[src/rtl/lpm_pkg.sv]
// Package for the LIKE matcher: sizes, opcodes and item types.
package lpm_pkg;

  localparam int PATTERN_MAX = 64;
  localparam int LEN_W       = $clog2(PATTERN_MAX + 1);
  localparam logic [7:0] WILDCARD = 8'h25;

  typedef enum logic [1:0] {
    OP_CLEAR   = 2'd0,
    OP_APPEND  = 2'd1,
    OP_SUBJECT = 2'd2,
    OP_EVAL    = 2'd3
  } lpm_op_t;

  typedef struct packed {
    lpm_op_t    operation;
    logic [7:0] data_byte;
    logic       null_operand;
  } lpm_in_t;

  typedef struct packed {
    logic matched;
    logic null_result;
    logic pattern_overflow;
  } lpm_out_t;

  typedef struct packed {
    logic       clear;
    logic       restart;
    logic       advance;
    logic [7:0] data;
  } lpm_ctl_t;

  typedef struct packed {
    logic step;
    logic skip;
  } lpm_link_t;

endpackage

[src/rtl/lpm_cell.sv]
// One automaton position: stored pattern byte, in-use flag and active bit.
module lpm_cell (
  input  logic              clk,
  input  logic              rst_n,
  input  lpm_pkg::lpm_ctl_t ctl,
  input  logic              wr,
  input  logic              head,
  input  logic              seed,
  input  lpm_pkg::lpm_link_t link_in,
  output lpm_pkg::lpm_link_t link_out,
  output logic              lead_wild,
  output logic              act
);
  import lpm_pkg::*;

  logic [7:0] store_r;
  logic       used_r, used_nxt;
  logic       act_r, act_nxt;
  logic       wild, live, hold, pre;
  logic [7:0] store_view;

  assign wild = (store_r == WILDCARD);
  assign live = used_r & act_r;
  assign hold = live & wild;
  assign pre  = hold | link_in.step;

  assign link_out.step = live & ~wild & (store_r == ctl.data);
  assign link_out.skip = used_r & wild & pre;

  assign store_view = wr ? ctl.data : store_r;
  assign lead_wild  = used_nxt & (store_view == WILDCARD);
  assign act        = act_r;

  always_comb begin
    used_nxt = used_r;
    if (ctl.clear) begin
      used_nxt = 1'b0;
    end else if (wr) begin
      used_nxt = 1'b1;
    end
    act_nxt = act_r;
    if (ctl.restart) begin
      act_nxt = seed;
    end else if (ctl.advance) begin
      act_nxt = hold | link_in.step | link_in.skip;
    end
  end

  always_ff @(posedge clk) begin
    if (!rst_n) begin
      used_r <= 1'b0;
      act_r  <= head;
    end else begin
      used_r <= used_nxt;
      act_r  <= act_nxt;
    end
  end

  always_ff @(posedge clk) begin
    if (wr) begin
      store_r <= ctl.data;
    end
  end

endmodule

[src/rtl/like_pattern_matcher_top.sv]
// LIKE matcher top: pattern length control, row of position cells, result register.
// An evaluate item's result is registered and appears on out_valid in the cycle after it is accepted.
// Throughput: one item per cycle while in_stall is low; every cell updates its position in parallel.
// in_stall rises only for an evaluate item while a previous result is still stalled.
// Reset: empty pattern, overflow clear, only position zero active, no result pending.
// The pattern bytes themselves are not cleared; unused cells are masked by their in-use flag.
module like_pattern_matcher_top (
  input  logic             clk,
  input  logic             rst_n,
  input  logic             in_valid,
  output logic             in_stall,
  input  lpm_pkg::lpm_in_t  in_data,
  output logic             out_valid,
  input  logic             out_stall,
  output lpm_pkg::lpm_out_t out_data
);
  import lpm_pkg::*;

  logic [LEN_W-1:0] len_r, len_nxt;
  logic             last_wild_r, last_wild_nxt;
  logic             ovf_r, ovf_nxt;
  logic             end_act_r, end_act_nxt;
  logic             out_valid_r, out_valid_nxt;
  lpm_out_t         out_data_r, out_data_nxt;

  logic             in_acc, is_clear, is_append, is_subject, is_eval;
  logic             byte_wild, collapse, full, store_byte, hit;
  lpm_ctl_t         ctl;
  lpm_link_t        link [PATTERN_MAX];
  logic [PATTERN_MAX-1:0] lead;
  logic [PATTERN_MAX:0]   act_vec;

  assign in_stall   = out_valid_r & out_stall & (in_data.operation == OP_EVAL);
  assign in_acc     = in_valid & ~in_stall;
  assign is_clear   = in_acc & (in_data.operation == OP_CLEAR);
  assign is_append  = in_acc & (in_data.operation == OP_APPEND);
  assign is_subject = in_acc & (in_data.operation == OP_SUBJECT);
  assign is_eval    = in_acc & (in_data.operation == OP_EVAL);

  assign byte_wild  = (in_data.data_byte == WILDCARD);
  assign collapse   = byte_wild & last_wild_r;
  assign full       = (len_r == LEN_W'(PATTERN_MAX));
  assign store_byte = is_append & ~collapse & ~full;

  assign ctl.clear   = is_clear;
  assign ctl.restart = is_clear | is_append | is_eval;
  assign ctl.advance = is_subject;
  assign ctl.data    = in_data.data_byte;

  genvar gi;
  generate
    for (gi = 0; gi < PATTERN_MAX; gi++) begin : g_cell
      logic      wr_i, seed_i;
      lpm_link_t lin_i;
      assign wr_i = store_byte & (len_r == LEN_W'(gi));
      if (gi == 0) begin : g_first
        assign seed_i = 1'b1;
        assign lin_i  = '0;
      end else if (gi == 1) begin : g_second
        assign seed_i = lead[0];
        assign lin_i  = link[gi-1];
      end else begin : g_rest
        assign seed_i = 1'b0;
        assign lin_i  = link[gi-1];
      end
      lpm_cell u_cell (
        .clk      (clk),
        .rst_n    (rst_n),
        .ctl      (ctl),
        .wr       (wr_i),
        .head     ((gi == 0) ? 1'b1 : 1'b0),
        .seed     (seed_i),
        .link_in  (lin_i),
        .link_out (link[gi]),
        .lead_wild(lead[gi]),
        .act      (act_vec[gi])
      );
    end
  endgenerate

  assign act_vec[PATTERN_MAX] = end_act_r;
  assign hit = act_vec[len_r];

  always_comb begin
    len_nxt       = len_r;
    last_wild_nxt = last_wild_r;
    ovf_nxt       = ovf_r;
    end_act_nxt   = end_act_r;
    out_valid_nxt = out_valid_r & out_stall;
    out_data_nxt  = out_data_r;
    if (is_clear) begin
      len_nxt       = '0;
      last_wild_nxt = 1'b0;
      ovf_nxt       = 1'b0;
    end else if (is_append & ~collapse) begin
      if (full) begin
        ovf_nxt = 1'b1;
      end else begin
        len_nxt       = len_r + LEN_W'(1);
        last_wild_nxt = byte_wild;
      end
    end
    if (ctl.restart) begin
      end_act_nxt = 1'b0;
    end else if (is_subject) begin
      end_act_nxt = link[PATTERN_MAX-1].step | link[PATTERN_MAX-1].skip;
    end
    if (is_eval) begin
      out_valid_nxt                 = 1'b1;
      out_data_nxt.matched          = hit & ~in_data.null_operand & ~ovf_r;
      out_data_nxt.null_result      = in_data.null_operand;
      out_data_nxt.pattern_overflow = ovf_r;
    end
  end

  always_ff @(posedge clk) begin
    if (!rst_n) begin
      len_r       <= '0;
      last_wild_r <= 1'b0;
      ovf_r       <= 1'b0;
      end_act_r   <= 1'b0;
      out_valid_r <= 1'b0;
    end else begin
      len_r       <= len_nxt;
      last_wild_r <= last_wild_nxt;
      ovf_r       <= ovf_nxt;
      end_act_r   <= end_act_nxt;
      out_valid_r <= out_valid_nxt;
    end
  end

  always_ff @(posedge clk) begin
    out_data_r <= out_data_nxt;
  end

  assign out_valid = out_valid_r;
  assign out_data  = out_data_r;

`ifndef ASSERT_OFF
  a_len_bound: assert property (@(posedge clk) disable iff (!rst_n)
    len_r <= LEN_W'(PATTERN_MAX))
    else $error("pattern length past store size");

  a_last_wild_len: assert property (@(posedge clk) disable iff (!rst_n)
    last_wild_r |-> (len_r != '0))
    else $error("trailing wildcard flag with empty pattern");

  a_clear_state: assert property (@(posedge clk) disable iff (!rst_n)
    is_clear |=> (len_r == '0) && !ovf_r && !last_wild_r)
    else $error("clear left pattern state behind");

  a_restart_head: assert property (@(posedge clk) disable iff (!rst_n)
    ctl.restart |=> act_vec[0] && !end_act_r)
    else $error("restart did not reseed the automaton");

  a_eval_result: assert property (@(posedge clk) disable iff (!rst_n)
    is_eval |=> out_valid_r && (out_data_r.pattern_overflow == $past(ovf_r)))
    else $error("evaluate item produced no result");
`endif

endmodule

[config.mk]
export PLATFORM = sky130hd
export DESIGN_NAME = like_pattern_matcher_top
export DESIGN_NICKNAME = d
export VERILOG_FILES = /design/src/rtl/lpm_pkg.sv /design/src/rtl/lpm_cell.sv /design/src/rtl/like_pattern_matcher_top.sv
export SDC_FILE = /design/constraint.sdc
export NUM_CORES = 1
export LEC_CHECK = 0
export BUFFER_PORTS_ARGS = -buffer_cell sky130_fd_sc_hd__buf_2
export CAP_MARGIN = 20
export CELL_PAD_IN_SITES_DETAIL_PLACEMENT = 0
export CELL_PAD_IN_SITES_GLOBAL_PLACEMENT = 1
export CORE_ASPECT_RATIO = 2
export CORE_MARGIN = 10
export CORE_UTILIZATION = 40
export CTS_CLUSTER_SIZE = 20
export DETAILED_ROUTE_END_ITERATION = 10
export HOLD_SLACK_MARGIN = 0.06
export PLACE_DENSITY = 0.75
export SLEW_MARGIN = 5
export SYNTH_ARGS = -nofsm -noshare
export SYNTH_HDL_FRONTEND = slang
export SYNTH_SLANG_ARGS = --single-unit
[constraint.sdc]
create_clock -name clk -period 2.7 [get_ports clk]
set_clock_uncertainty 0.05 [all_clocks]
set_input_delay 0.135 -clock clk [delete_from_list [all_inputs] [get_ports clk]]
set_output_delay 0.135 -clock clk [all_outputs]
set_load 0.03 [all_outputs]
==> results.cfg, run 1 <==
[run_status]
status = complete, no violations

[yosys]
ys_top_cells_by_count = 507 x edfxtp_1, 353 x xnor2_1, 176 x nor2_1
avgSynthCellArea_sq_um = 12.5
synth_edf_count = 507
netlist.top_cell.by_area = edfxtp_1
synth.top_cell.area_share_pct = 50.2
synth_cell_types = 64
synth.ff_latch_count = 654
syn_area_sq_mm = 0.0303
yosysSeqAreaShare_pct = 59.9
synthArstFlopShare_pct = 0
yosysWarnings = 0
synth_ff_type = edfxtp_1
synthCells = 2422
synth.most_common_cell = edfxtp_1
ys_top_cells_by_area = edfxtp_1 50%, xnor2_1 10%, dfxtp_1 9.7%
syn-num-nets = 2441

[detailed_routing]
drtIter0Drc = 1355
via_per_inst = 5.60
drt_wl_total_microns = 83700
firstDrtPassIters = 5
route.vias.total = 19900
postRouteAntennaNets = 0
drc = 0
post_drt_wl_per_cell_microns = 23.5

[clock_tree]
clock_insertion_delay_worst_skew_ns = 0.60
tritoncts = yes
ctsHtreeMaxLevel = 2
root_buffer = clkbuf_16
holdBufCountCts = 13
clockBufferDepth = 3
cts.repair.resized = 0
post_cts_buffers = 0
cts_sinks = 654
cts_buffers = 52
clk_pin_slew_ns = 0.08

[floorplan]
rows = 142
die_h_microns = 409
die_w_microns = 215
num_io_pins = 20
die-area_sq_mm = 0.0879
start_util_pct = 40.4
coreArea_sq_mm = 0.0750

[timing]
slew_viol_final = 0
worst_pin_slew_ns = 0.893
rsz0062_at_grt = false
min_period_ns = 2.50
relSlewSlack_pct = 40.5
worst_slack_ns = 0.197
fmax_mhz = 399
setup_viol = 0
hold_viol = 0
min_period_over_period_pct = 92.7

[global_routing]
grt_max_degree = 99
grt_pass1_vias = 21100
grt_pass1_wl_microns = 125000
antenna_found_initial = 4
overflow = 0
grt.total_usage_pct = 18.4

[placed_design]
dp_cells = 3444
numPortBuffers = 19
hpwl_microns = 56200
gp_congestion = 0.901
pre_cts_slack_ns = 0.235

[setup_path]
cp-start-kind = register
crit_type = register to register
critPathMaxFanout = 8
crit_required_ns = 2.88
crit_arrival_ns = 2.68
cp-end-kind = register

[finish]
fin_nets = 2522
multiInputGateArea_sq_mm = 0.0116
seqCellArea_sq_mm = 0.0182
area_delta_synth_final_pct = 12.7
fin_util_pct = 45.6
final_layout_size_suffix_gt1_share_pct = 10.6
fillCellCount = 6716
post_layout_nonfiller_instances = 3554

[pwr]
comb_power_share_pct = 5.9
switching_share_pct = 22.0
irDropWorstVdd_uv = 435
p_sw_mw = 4.36
pwr-share-seq_pct = 55.1
internal_power_mw = 15.5
power_leakage_nw = 10.4
power_mw = 19.9
power.density_mw_per_mm2 = 582
power.share.clock_pct = 39.0

[hold_path]
min_path_type = input pin to register

[job]
drv_cap = 0
[cell families after synthesis]
kind of cell             synth area share [%]
AND/OR/NAND/NOR                          13.5
flip-flops                               59.9
XOR/XNOR                                 14.8
AO/OA/AOI/OAI                            7.83
buffers and inverters                    2.08
multiplexers                             1.75
adder cells (fa/ha/maj)                 0.165
[through the flow]
stage	hold slack [ns]	setup TNS, ns	area, sq um
global route	0.114	0	34200
global placement	0.299	0	32300
CTS	0.0855	0	34200
finish	0.120	0	34200
detailed placement	0.298	0	32300
floorplan	0.184	-1.56	30400
[sequential cells by signal, summed over array words and instances (netlist names)]
name,flops
end_act_r,1
len_r,7
g_cell.u_cell.used_r,64
out_data,3
out_valid,1
ovf_r,1
g_cell.u_cell.act,64
last_wild_r,1
g_cell.u_cell.store_r,512
[layout make-up]
cell class,instances,area share [%]
clock buffers,65,4.14
repair buffers,139,3.85
clock inverters,31,0.839
diodes,1,0.00733
well taps,1008,3.69
inverters,22,0.242
multi-input cells,1634,34.0
flip-flops and latches,654,53.2
[power by group through the flow]
| stage | clock [mW] | combinational [mW] | sequential [mW] |
|---|---|---|---|
| 6_report | 7.75 | 1.18 | 10.9 |
| 5_1_grt | 8.26 | 1.25 | 10.9 |
| 4_1_cts | 7.89 | 1.18 | 10.9 |
| 3_5_place_dp | 0 | 1.16 | 11.2 |
| 3_3_place_gp | 0 | 1.13 | 11.2 |
| 2_1_floorplan | 0 | 0.689 | 11.1 |
[final timing paths]
kind                                         startpoint                                     end  slack, ns  cells past startpoint
setup / recovery                  len_r[1]$_SDFFE_PP0P_  g_cell[12].u_cell.store_r[3]$_DFFE_PP_       0.20                      8
hold / removal                                 in_valid       g_cell[1].u_cell.act$_SDFFE_PN0P_       0.12                      4
setup reg to reg                  len_r[1]$_SDFFE_PP0P_  g_cell[12].u_cell.store_r[3]$_DFFE_PP_       0.20                      8
hold reg to reg   g_cell[46].u_cell.used_r$_SDFFE_PP0P_   g_cell[46].u_cell.used_r$_SDFFE_PP0P_       0.41                      2
[cells in the final DEF, fill, tap and decap left out, types with 10 or more instances in the layout]
cell	n
mux2_2	10
nand4_1	69
nor3_1	31
a31oi_1	37
nor2_1	146
inv_1	22
and4b_1	11
o32ai_1	25
nor4bb_1	61
buf_4	88
o211ai_1	10
buf_12	19
nor4b_1	51
nor2_2	30
xor2_1	159
nor4_1	23
o21ai_0	69
clkbuf_16	55
nor2b_1	11
edfxtp_1	507
dfxtp_1	147
clkinv_1	10
nand3_1	78
nand2_1	123
a211oi_1	18
xnor2_1	353
a21oi_1	114
buf_2	11
and3_1	28
dlygate4sd3_1	13
a211o_1	36
mux4_2	15
clkbuf_1	10
and2_1	22
[critical path: stages (launching register included)]
cell and delay (ns):
dfxtp_1 0.34, inv_1 0.07, ha_1 0.26, nand2_1 0.11
nor3_1 0.06, nor2_1 0.30, nand2_1 0.23, buf_12 0.21
nor2_1 0.49
[metal layers]
| metal | routed length (microns) | global-route usage (%) | up-vias |
|---|---|---|---|
| met5 | 28 | 0 | - |
| met4 | 5320 | 11.5 | 6 |
| met3 | 2920 | 1.76 | 220 |
| met2 | 45300 | 35.2 | 477 |
| met1 | 30100 | 18.8 | 10000 |
| li1 | - | - | 9172 |
Note: power is estimated with default switching activity, not from simulation.
==> inputs of run 2 (changes only) <==
--- a/config.mk
+++ b/config.mk
@@ -15,7 +15,7 @@
 export CTS_CLUSTER_SIZE = 20
 export DETAILED_ROUTE_END_ITERATION = 10
 export HOLD_SLACK_MARGIN = 0.06
-export PLACE_DENSITY = 0.75
+export PLACE_DENSITY_LB_ADDON = 0.15
 export SLEW_MARGIN = 5
 export SYNTH_ARGS = -nofsm -noshare
 export SYNTH_HDL_FRONTEND = slang
==> results.cfg, run 2 (synthesized netlist as in run 1, its figures left out) <==
[hold_path]
min_path_type = input pin to register

[clock_tree]
clockBufferDepth = 3
clk_pin_slew_ns = 0.07
root_buffer = clkbuf_16
ctsHtreeMaxLevel = 2
post_cts_buffers = 0
tritoncts = yes
clock_insertion_delay_worst_skew_ns = 0.62
cts_buffers = 59
cts_sinks = 654

[finish]
fillCellCount = 6810
post_layout_nonfiller_instances = 3570
fin_nets = 2530
area_delta_synth_final_pct = 14.4
top_register = g_cell.u_cell.store_r
most-common-layout-cells = 507 x edfxtp_1, 353 x xnor2_1, 159 x xor2_1, 147 x dfxtp_1, 146 x nor2_1
seqCellArea_sq_mm = 0.0182
final_layout_size_suffix_gt1_share_pct = 11.2
layout_commonest_cell = edfxtp_1
multiInputGateArea_sq_mm = 0.0116
largest_reg_flops = 512

[floorplan]
start_util_pct = 40.4
rows = 142
die_w_microns = 215
die_h_microns = 409
num_io_pins = 20
coreArea_sq_mm = 0.0750
die-area_sq_mm = 0.0879

[setup_path]
slowest_stage = dlygate4sd3_1
critical-path-top-delay-family = buffers and inverters
crit_arrival_ns = 3.04
cp.buffers_inverters = 5
crit_required_ns = 3.22
cp-end-kind = register
worstPathCellList = dlygate4sd3_1 -> buf_6 -> buf_16 -> buf_12 -> xor2_1 -> nor4_1 -> nand3_1 -> a31oi_1 -> o31a_1 -> dlygate4sd3_1
cp-start-kind = input pin
path_common_cell = dlygate4sd3_1
crit_type = input pin to register
critPathMaxFanout = 69
reg2reg_slack_ns = 0.19
cpPeakStageDelay_ns = 0.56

[global_routing]
grt_pass1_vias = 21100
grt_pass1_wl_microns = 128000
grt_max_degree = 96
antenna_found_initial = 1
overflow = 0
grt.total_usage_pct = 18.9

[run_status]
status = complete, no violations

[placed_design]
dp_cells = 3442
hpwl_microns = 56800
numPortBuffers = 19
gp_congestion = 0.828
pre_cts_slack_ns = 0.164

[detailed_routing]
drt_wl_total_microns = 85300
firstDrtPassIters = 5
postRouteAntennaNets = 0
drc = 0
post_drt_wl_per_cell_microns = 23.9
route.vias.total = 19800
via_per_inst = 5.54
drtIter0Drc = 1023

[timing]
slew_viol_final = 0
rsz0062_at_grt = false
hold_viol = 0
worst_pin_slew_ns = 0.878
min_period_ns = 2.52
worst_slack_ns = 0.176
setup_viol = 0
relSlewSlack_pct = 41.3
min_period_over_period_pct = 93.5
fmax_mhz = 396

[pwr]
irDropWorstVdd_uv = 535
power_leakage_nw = 10.7
power.density_mw_per_mm2 = 616

[job]
drv_cap = 0
==> run 2: cell types whose count changed in the layout (fill, tap and decap cells not counted), moves of 4 or more <==
cell | previous run | this run
clkbuf_16 | 55 | 61
buf_4 | 88 | 80
clkinvlp_4 | 4 | 8
clkinv_2 | 9 | 5
clkbuf_8 | 0 | 6
bufinv_16 | 5 | 12
clkinv_1 | 10 | 5
buf_12 | 19 | 24
==> run 2: cell type report <==
cell class	count	area share, %
inverter	22	0.238
timing repair buffer	140	4.07
antenna	1	0.00721
clock buffer	78	4.76
multi-input combinational	1634	33.5
sequential	654	52.4
tap	1008	3.63
clock inverter	33	1.41
==> run 2: repair_timing <==
item	4_1_cts	5_1_grt
setup endpoints to repair	0	1
hold buffers	16	0
resized for setup	0	1
hold endpoints to repair	177	0
==> run 2: through the flow <==
stage | area, sq um | hold WS (ns) | total power, mW | utilization, % | setup TNS (ns)
2_1_floorplan | 30400 | 0.184 | 11.8 | - | -1.56
3_3_place_gp | 32400 | 0.289 | 12.3 | 43.2 | 0
3_5_place_dp | 32400 | 0.298 | 12.4 | 43.2 | 0
4_1_cts | 34700 | 0.0700 | 21.6 | 46.3 | 0
5_1_grt | 34700 | 0.115 | 22.1 | 46.3 | 0
6_report | 34700 | 0.109 | 21.4 | 46.3 | 0
==> run 2: per-layer routing <==
layer / part of all wire (%) / routed length [microns] / GRT usage, %
met1: 37 / 31400 / 19.5
met2: 57 / 48400 / 37.8
met3: 2.8 / 2360 / 1.73
met4: 3.7 / 3180 / 7.61
met5: 0 / 0 / 0
==> run 2: worst paths after layout <==
check | end | cells after the start | start
hold reg to reg | g_cell[46].u_cell.used_r$_SDFFE_PP0P_ | 2 | g_cell[46].u_cell.used_r$_SDFFE_PP0P_
hold / removal | g_cell[10].u_cell.act$_SDFFE_PP0P_ | 4 | in_valid
setup / recovery | g_cell[1].u_cell.act$_SDFFE_PN0P_ | 10 | in_data[6]
setup reg to reg | g_cell[1].u_cell.act$_SDFFE_PN0P_ | 9 | len_r[2]$_SDFFE_PP0P_
==> run 2: report_power, final <==
| part | switching, mW | internal, mW | total [mW] | leakage (nW) |
|---|---|---|---|---|
| sequential | 0.0629 | 10.9 | 10.9 | 5.75 |
| clock | 3.80 | 5.45 | 9.25 | 1.02 |
| combinational | 0.753 | 0.448 | 1.20 | 3.91 |
==> run 2: tightest hold or removal path, delay by kind of cell <==
family	cells	cell delay, ns
buffers and inverters	1	0.13
AO/OA/AOI/OAI	1	0.10
AND/OR/NAND/NOR	2	0.37
==> inputs of run 3 (changes only) <==
--- a/config.mk
+++ b/config.mk
@@ -16,6 +16,8 @@
 export DETAILED_ROUTE_END_ITERATION = 10
 export HOLD_SLACK_MARGIN = 0.06
 export PLACE_DENSITY_LB_ADDON = 0.15
+export SETUP_SLACK_MARGIN = 0.4
+export SKIP_LAST_GASP = 1
 export SLEW_MARGIN = 5
 export SYNTH_ARGS = -nofsm -noshare
 export SYNTH_HDL_FRONTEND = slang
==> results.cfg, run 3 (synthesized netlist as in run 1, its figures left out) <==
[timing]
setup_viol = 0
min_period_over_period_pct = 86.6
setup-tns-final_ns = 0
min_period_ns = 2.34
relSlewSlack_pct = 48.2
fmax_mhz = 427
rsz0062_at_grt = true
worst_pin_slew_ns = 0.772
holdWs_ns = 0.116
slew_viol_final = 0
hold_viol = 0

[finish]
fin_nets = 2546
largest_reg_flops = 512
area_delta_synth_final_pct = 15.3
most-common-layout-cells = 507 x edfxtp_1, 353 x xnor2_1, 159 x xor2_1, 146 x dfxtp_1
top_register = g_cell.u_cell.store_r
layout_commonest_cell = edfxtp_1
fin_util_pct = 46.6
fillCellCount = 6750
final_layout_size_suffix_gt1_share_pct = 13.0

[clock_tree]
clk_pin_slew_ns = 0.07
clockBufferDepth = 3
ctsHtreeMaxLevel = 2
root_buffer = clkbuf_16
clock_insertion_delay_worst_skew_ns = 0.62
cts_buffers = 58
tritoncts = yes
cts_sinks = 654

[pwr]
power_leakage_nw = 10.7
pwr-share-seq_pct = 52.9
power.share.clock_pct = 41.1
power_mw = 20.7
comb_power_share_pct = 6.0
switching_share_pct = 21.9
power.density_mw_per_mm2 = 592
irDropWorstVdd_uv = 510
internal_power_mw = 16.2
p_sw_mw = 4.53

[setup_path]
cp-end-kind = register
crit_required_ns = 3.03
cp-start-kind = register
critPathMaxFanout = 15
crit_type = register to register
crit_arrival_ns = 2.67

[placed_design]
numPortBuffers = 19
hpwl_microns = 61500
gp_congestion = 0.841

[detailed_routing]
route.vias.total = 19900
post_drt_wl_per_cell_microns = 25.2
drc = 0
drtIter0Drc = 1150
firstDrtPassIters = 5
via_per_inst = 5.55
drt_wl_total_microns = 90200
postRouteAntennaNets = 0

[global_routing]
grt_pass1_wl_microns = 133000
overflow = 0
grt.total_usage_pct = 19.9
grt_pass1_vias = 21300
antenna_found_initial = 0
grt_max_degree = 89

[floorplan]
num_io_pins = 20
rows = 142
die_h_microns = 409
die_w_microns = 215
die-area_sq_mm = 0.0879
coreArea_sq_mm = 0.0750
start_util_pct = 40.4

[job]
drv_cap = 0

[run_status]
status = complete, no violations

[hold_path]
min_path_type = input pin to register
run 3: path summary, 6_finish.rpt:
kind                                       from                                endpoint  slack, ns  cells after the start
max                       len_r[1]$_SDFFE_PP0P_                   out_data[2]$_DFFE_PP_       0.36                      7
min                                  in_data[6]  g_cell[28].u_cell.store_r[5]$_DFFE_PP_       0.12                      3
max reg2reg               len_r[1]$_SDFFE_PP0P_                   out_data[2]$_DFFE_PP_       0.36                      7
min reg2reg  g_cell[0].u_cell.used_r$_SDFF_PN0_      g_cell[0].u_cell.used_r$_SDFF_PN0_       0.42                      2
run 3: layout make-up:
class | count | area [sq um] | share of cell area [%]
Clock inverter | 31 | 332 | 0.948
Timing Repair Buffer | 157 | 1590 | 4.55
Tap cell | 1008 | 1260 | 3.61
Clock buffer | 76 | 1600 | 4.58
Sequential cell | 654 | 18200 | 51.9
Multi-Input combinational cell | 1634 | 11900 | 34.1
Antenna cell | 1 | 2.50 | 0.00715
Inverter | 22 | 85.1 | 0.243
run 3: stage by stage:
step                      cells  setup WS (ns)  instance area, sq um
after floorplan            2422          0.348                 30700
after global placement     3458          0.256                 32800
after detailed placement   3458          0.265                 32800
after CTS                  3581          0.357                 34900
after global routing       3582          0.306                 35000
final                      3583          0.361                 35000
run 3: repair_timing:
| action | CTS | global route |
|---|---|---|
| endpoints found under the hold margin | 159 | 0 |
| gates resized for setup | 7 | 14 |
| gates cloned | 0 | 1 |
| pin swaps | 1 | 2 |
| setup endpoints to repair | 121 | 161 |
| buffers inserted | 2 | 0 |
| hold buffers | 14 | 0 |
run 3: worst max-delay path: stages, from the launching register on:
cell      delay [ns]
dfxtp_1         0.35
buf_6           0.25
buf_4           0.22
mux4_2          0.51
mux2i_1         0.18
mux2i_1         0.10
o21a_1          0.19
o2111a_1        0.22
run 3: power groups by stage:
stage / sequential, mW / clock [mW] / combinational (mW)
floorplan: 11.1 / 0 / 0.698
global placement: 11.2 / 0 / 1.22
detailed placement: 11.2 / 0 / 1.23
CTS: 10.9 / 8.72 / 1.25
global route: 10.9 / 9.12 / 1.34
finish: 10.9 / 8.51 / 1.25
run 3: layer usage:
layer  part of all wire [%]  vias up  global-route usage [%]
met2                     56      361                    39.7
li1                       -     9243                       -
met4                    4.3        0                    8.40
met5                      0        -                       0
met1                     37    10100                    20.4
met3                    2.6      162                    1.70
